### src/rtl/rgbhsv_pkg.sv
// Package for the RGB to HSV converter: widths, constants and payload types.
`default_nettype none
package rgbhsv_pkg;

  // Channel width and derived limits
  localparam int unsigned CHANNEL_BITS = 8;
  localparam int unsigned CHAN_MAX     = (1 << CHANNEL_BITS) - 1;

  // Hue scale: 1/64 degree, so 60 degrees is one sixth of a turn
  localparam int unsigned HUE_SIXTH = 3840;
  localparam int unsigned HUE_TURN  = 23040;
  localparam int unsigned HUE_W     = 15;

  // Quotient bits cover both 3840 (hue) and CHAN_MAX (saturation)
  localparam int unsigned QUO_W = (CHANNEL_BITS > 12) ? CHANNEL_BITS : 12;
  localparam int unsigned NUM_W = CHANNEL_BITS + QUO_W;

  // Input register, numerator register, one stage per quotient bit, output register
  localparam int unsigned LATENCY = QUO_W + 3;

  typedef enum logic [1:0] {
    SEC_RED   = 2'd0,
    SEC_GREEN = 2'd1,
    SEC_BLUE  = 2'd2
  } sector_e;

  typedef struct packed {
    logic [CHANNEL_BITS-1:0] red;
    logic [CHANNEL_BITS-1:0] green;
    logic [CHANNEL_BITS-1:0] blue;
  } pixel_t;

  typedef struct packed {
    logic [HUE_W-1:0]        hue;
    logic [CHANNEL_BITS-1:0] saturation;
    logic [CHANNEL_BITS-1:0] brightness;
  } hsv_t;

  // Payload of the first stage
  typedef struct packed {
    sector_e                 sector;
    logic                    neg;
    logic [CHANNEL_BITS-1:0] mag;
    logic [CHANNEL_BITS-1:0] delta;
    logic [CHANNEL_BITS-1:0] max;
  } front_t;

  // Payload carried through the divider stages
  typedef struct packed {
    sector_e                 sector;
    logic                    neg;
    logic [CHANNEL_BITS-1:0] delta;
    logic [CHANNEL_BITS-1:0] max;
    logic [NUM_W-1:0]        hrem;
    logic [NUM_W-1:0]        srem;
    logic [QUO_W-1:0]        hq;
    logic [QUO_W-1:0]        sq;
  } div_t;

endpackage
`default_nettype wire

### src/rtl/rgb_to_hsv_converter.sv
// Top level: pipelined RGB to HSV converter with bit-per-stage dividers.
// An accepted pixel passes the front register, the divider registers and the output register
// in turn; the result strobe comes from the output register.
// Throughput: one pixel per clock; busy stays low, as every stage advances each cycle.
// The divider pipeline sets the depth: one quotient bit per stage for hue and saturation.
// Reset clears all valid bits at once; payload registers are not reset.
// The receiver cannot stall: each result shows for exactly one cycle.
`default_nettype none
module rgb_to_hsv_converter
  import rgbhsv_pkg::*;
(
  input  wire logic   clk_i,
  input  wire logic   rst_ni,
  input  wire logic   start,
  output logic        busy,
  input  wire pixel_t pixel_i,
  output logic        result_valid_o,
  output hsv_t        result_o
);

  logic                    front_valid_q;
  front_t                  front_d, front_q;
  logic [QUO_W:0]          div_valid_q;
  div_t                    div_d [QUO_W+1];
  div_t                    div_q [QUO_W+1];
  logic                    out_valid_q;
  hsv_t                    out_d, out_q;

  logic [CHANNEL_BITS-1:0] mx, mn, da, db;
  logic [QUO_W:0]          hq_ceil;
  logic signed [15:0]      frac, hue_s;

  // Never hold off a pixel
  assign busy = 1'b0;

  // Find max, min, sector and the signed channel difference
  always_comb begin
    mx = pixel_i.red;
    mn = pixel_i.red;
    if (pixel_i.green > mx) mx = pixel_i.green;
    if (pixel_i.blue  > mx) mx = pixel_i.blue;
    if (pixel_i.green < mn) mn = pixel_i.green;
    if (pixel_i.blue  < mn) mn = pixel_i.blue;
    if (mx == pixel_i.red) begin
      front_d.sector = SEC_RED;
      da = pixel_i.green;
      db = pixel_i.blue;
    end else if (mx == pixel_i.green) begin
      front_d.sector = SEC_GREEN;
      da = pixel_i.blue;
      db = pixel_i.red;
    end else begin
      front_d.sector = SEC_BLUE;
      da = pixel_i.red;
      db = pixel_i.green;
    end
    front_d.neg   = (da < db);
    front_d.mag   = front_d.neg ? (db - da) : (da - db);
    front_d.delta = mx - mn;
    front_d.max   = mx;
  end

  // Form numerators for both divisions, then resolve one quotient bit per stage,
  // most significant first
  always_comb begin
    div_d[0].sector = front_q.sector;
    div_d[0].neg    = front_q.neg;
    div_d[0].delta  = front_q.delta;
    div_d[0].max    = front_q.max;
    div_d[0].hrem   = NUM_W'(front_q.mag) * NUM_W'(HUE_SIXTH);
    div_d[0].srem   = NUM_W'(front_q.delta) * NUM_W'(CHAN_MAX);
    div_d[0].hq     = '0;
    div_d[0].sq     = '0;
    for (int s = 0; s < QUO_W; s++) begin
      div_d[s+1] = div_q[s];
      if (div_q[s].hrem >= (NUM_W'(div_q[s].delta) << (QUO_W - 1 - s))) begin
        div_d[s+1].hrem = div_q[s].hrem - (NUM_W'(div_q[s].delta) << (QUO_W - 1 - s));
        div_d[s+1].hq   = {div_q[s].hq[QUO_W-2:0], 1'b1};
      end else begin
        div_d[s+1].hq   = {div_q[s].hq[QUO_W-2:0], 1'b0};
      end
      if (div_q[s].srem >= (NUM_W'(div_q[s].max) << (QUO_W - 1 - s))) begin
        div_d[s+1].srem = div_q[s].srem - (NUM_W'(div_q[s].max) << (QUO_W - 1 - s));
        div_d[s+1].sq   = {div_q[s].sq[QUO_W-2:0], 1'b1};
      end else begin
        div_d[s+1].sq   = {div_q[s].sq[QUO_W-2:0], 1'b0};
      end
    end
  end

  // Round toward minus infinity, add the sector offset and wrap
  always_comb begin
    hq_ceil = {1'b0, div_q[QUO_W].hq} + (QUO_W+1)'(div_q[QUO_W].hrem != '0);
    frac    = div_q[QUO_W].neg ? -16'(hq_ceil) : 16'(div_q[QUO_W].hq);
    case (div_q[QUO_W].sector)
      SEC_RED:   hue_s = frac;
      SEC_GREEN: hue_s = frac + 16'(2 * HUE_SIXTH);
      SEC_BLUE:  hue_s = frac + 16'(4 * HUE_SIXTH);
      default:   hue_s = frac;
    endcase
    if (hue_s < 0) hue_s = hue_s + 16'(HUE_TURN);
    out_d.hue        = (div_q[QUO_W].delta == '0) ? '0 : HUE_W'(hue_s);
    out_d.saturation = (div_q[QUO_W].max == '0) ? '0 : div_q[QUO_W].sq[CHANNEL_BITS-1:0];
    out_d.brightness = div_q[QUO_W].max;
  end

  // Advance valid bits every cycle
  always_ff @(posedge clk_i or negedge rst_ni) begin
    if (!rst_ni) begin
      front_valid_q <= 1'b0;
      div_valid_q   <= '0;
      out_valid_q   <= 1'b0;
    end else begin
      front_valid_q <= start && !busy;
      div_valid_q   <= {div_valid_q[QUO_W-1:0], front_valid_q};
      out_valid_q   <= div_valid_q[QUO_W];
    end
  end

  // Advance payload every cycle
  always_ff @(posedge clk_i) begin
    front_q <= front_d;
    for (int s = 0; s <= QUO_W; s++) begin
      div_q[s] <= div_d[s];
    end
    out_q <= out_d;
  end

  assign result_valid_o = out_valid_q;
  assign result_o       = out_q;

endmodule
`default_nettype wire

### config.mk
export PLATFORM = sky130hd
export DESIGN_NAME = rgb_to_hsv_converter
export DESIGN_NICKNAME = d
export VERILOG_FILES = /design/src/rtl/rgbhsv_pkg.sv /design/src/rtl/rgb_to_hsv_converter.sv
export SDC_FILE = /design/constraint.sdc
export NUM_CORES = 2
export LEC_CHECK = 0
export ABC_CLOCK_PERIOD_IN_PS = 8230
export BUFFER_PORTS_ARGS = -buffer_cell sky130_fd_sc_hd__buf_2
export CAP_MARGIN = 20
export CORE_MARGIN = 1.5
export CORE_UTILIZATION = 55
export DETAILED_ROUTE_END_ITERATION = 16
export PLACE_DENSITY = 0.76
export SETUP_SLACK_MARGIN = 0.15
export SLEW_MARGIN = 20
export SYNTH_ARGS = -nofsm -noshare
export SYNTH_HDL_FRONTEND = slang
export SYNTH_SLANG_ARGS = --single-unit
### constraint.sdc
create_clock -name clk_i -period 8.23 [get_ports clk_i]
set_input_delay 1.646 -clock clk_i [delete_from_list [all_inputs] [get_ports clk_i]]
set_output_delay 1.646 -clock clk_i [all_outputs]
set_load 0.05 [all_outputs]
==> run_results.csv <==
group,metric,value,unit
run_status,status,"completed",
floorplan,start_util,55.5,%
setup_path,crit_type,"in2reg",
global_routing,grt_pass1_wl,110000,um
synthesis,synth.yosys.seq_area_share,47.8,%
worst_hold_path,hold_path_class,"reg2reg",
place,numPortBuffers,58,
synthesis,yosysMostFrequentCell,"dfxtp_1",
setup_path,cpMaxStageDelayCell,"fa_1",
setup_path,path_buf_inv,7,
synthesis,syn_inst,3584,
cts,clock_sinks,850,
sta,maxSlewHeadroom,32.5,%
synthesis,synth_common_cells,"835 x dfxtp_1, 408 x inv_1, 305 x ha_1",
detailed_routing,drcViolationCount,0,
setup_path,crit_top_cell,"buf_4",
floorplan,pin_count,60,
cts,cts_tree,"built",
detailed_routing,dr.pass1.iters,5,
synthesis,synth.largest_area_cell,"dfxtp_1",
sta,fin_crit,7660,ps
synthesis,syn_area_per_cell,9.97,sq um
synthesis,mappedNetlistArea,35700,sq um
setup_path,max_stage_delay,420,ps
detailed_routing,drt-wirelength-per-cell,13.9,um
place,dp_hpwl,48800,um
floorplan,num_rows,93,
floorplan,coreArea,64300,sq um
detailed_routing,num_vias,24127,
setup_path,crit_family,"compound AO/OA/AOI/OAI gates",
detailed_routing,wirelength,64800,um
job,maxCapViolCount,0,
sta,rsz0062_at_grt,"false",
sta,final_max_slew_viol_count,0,
synthesis,ys_seq_elements,850,
synthesis,synth_edf_count,0,
setup_path,worstPathRequired,8770,ps
synthesis,synth_cell_type_count,83,
global_routing,grt_max_degree,33,
finish,drive_gt1_share,7.97,%
finish,final_nets,4141,
cts,clk_latency,630,ps
cts,path_clk_slew,60,ps
floorplan,die-area,66500,sq um
cts,cts-root-buf,"clkbuf_16",
global_routing,grt-ovfl-total,0,
sta,fin_skew,26.4,ps
sta,setup_slack,566,ps
finish,antenna_cells,0,
synthesis,synth_top_area_share,46.8,%
cts,max-clock-path-buffers,3,
finish,final_util,62.6,%
sta,hold_violations,0,
place,preCtsSetupSlack,-161,ps
synthesis,yosys-top-cells-area,"dfxtp_1 47%, ha_1 11%, inv_1 4.3%",
synthesis,yosys_most_used_dff,"dfxtp_1",
sta,setup_viol,0,
setup_path,start_kind,"input port",
setup_path,worstPathMaxFanout,32,
detailed_routing,viasPerCell,5.18,
synthesis,yosysWarnings,0,
sta,fin_crit_sh,93.1,%
global_routing,grt_usage,19.8,%
setup_path,cp.arrival,8200,ps
sta,timing.fmax,130,MHz
setup_path,endpoint_kind,"flip-flop",
place,gp_congestion,0.932,
global_routing,antenna_found_initial,0,
cts,numCtsBuffers,82,
synthesis,async_reset_ff_share,1.76,%
floorplan,die_width,258,um
floorplan,chipHeight,258,um
sta,worst_slew_pin_slew,1010,ps
detailed_routing,postRouteAntennaNets,0,
cts,htreeDepth,3,
finish,area_growth,12.7,%
synthesis,syn-num-nets,3985,
global_routing,grt_pass1_vias,24182,
detailed_routing,drtIter0Drc,923,
==> cell families (layout without fill, tap and decap cells) <==
family	Yosys count	after routing	share of synthesized area, %
AND/OR/NAND/NOR	876	877	12.2
flip-flops	850	850	47.8
AO/OA/AOI/OAI	695	695	12.3
buffers and inverters	465	684	4.97
adder cells (fa/ha/maj)	374	374	14.5
XOR/XNOR	266	266	6.52
multiplexers	57	57	1.66
other	1	1	0.0105
==> registers in the layout, indices dropped and copies added (netlist names) <==
name,count
div_valid_q,13
result_valid_o,1
front_valid_q,1
div_q,777
result_o,31
front_q,8
div_d,19
==> worst reg2reg max path, stage by stage, from the launching register on <==
cell,delay (ps)
dfxtp_1,440
fa_1,640
inv_1,80
fa_1,530
inv_1,60
fa_1,520
fa_1,490
ha_1,330
a21boi_0,150
o21ai_0,230
a21boi_0,150
o21ai_0,170
nand2b_1,110
a21o_1,180
a21oi_1,230
o21ai_0,170
xnor2_1,210
==> metrics by stage <==
stage / setup TNS (ps) / cell area [sq um] / hold WS (ps) / cells
global placement: 0 / 37400 / 310 / 4506
global route: 0 / 40300 / 325 / 4659
floorplan: 0 / 35800 / 310 / 3584
detailed placement: -297 / 37400 / 312 / 4506
CTS: 0 / 40200 / 321 / 4654
finish: 0 / 40300 / 316 / 4659
==> cell usage in the layout, fill, tap and decap left out, types with 94 or more instances in the layout <==
| cell type | n |
|---|---|
| dfxtp_1 | 835 |
| inv_1 | 408 |
| ha_1 | 305 |
| nand2_1 | 229 |
| nor2_1 | 220 |
| o21ai_0 | 201 |
| a21oi_1 | 175 |
| xnor2_1 | 153 |
| xor2_1 | 113 |
| a21o_1 | 94 |
==> final cells by class <==
class,count,area [sq um]
Inverter,411,1540
Clock buffer,118,2400
Tap cell,855,1070
Clock inverter,30,429
Multi-Input combinational cell,2270,16900
Fill cell,5075,24100
Sequential cell,850,17100
Timing Repair Buffer,125,843
==> worst paths after layout <==
| path | startpoint | endpoint | slack (ps) | depth (start not counted) |
|---|---|---|---|---|
| min | div_q[1][179] | div_q[1][263] | 320 | 0 |
| max reg2reg | div_d[1071] | div_q[0][39] | 3470 | 16 |
| max in group asynchronous | rst_ni | result_valid_o | 7070 | 1 |
| max | pixel_i[23] | front_q[21] | 570 | 35 |
| min reg2reg | div_q[1][179] | div_q[1][263] | 320 | 0 |
| min in group asynchronous | rst_ni | front_valid_q | 910 | 1 |
==> repair_timing <==
item / 4_1_cts / 5_1_grt
endpoints found under the setup margin: 0 / 4
gates resized for setup: 0 / 5
hold buffers: 0 / 0
buffers inserted: 0 / 4
==> metal layers <==
layer,part of all wire (%),wire (um),track usage (%),up-vias
met5,0,0,0,-
met4,3.4,2230,8.35,0
met3,3.5,2280,2.83,143
met2,53,34100,37.9,397
met1,40,26200,21.5,11114
li1,-,-,-,12473
Power is left out: the tool's default activity adds up to more than one toggle a clock period on the data nets, which glitch-free logic cannot reach.
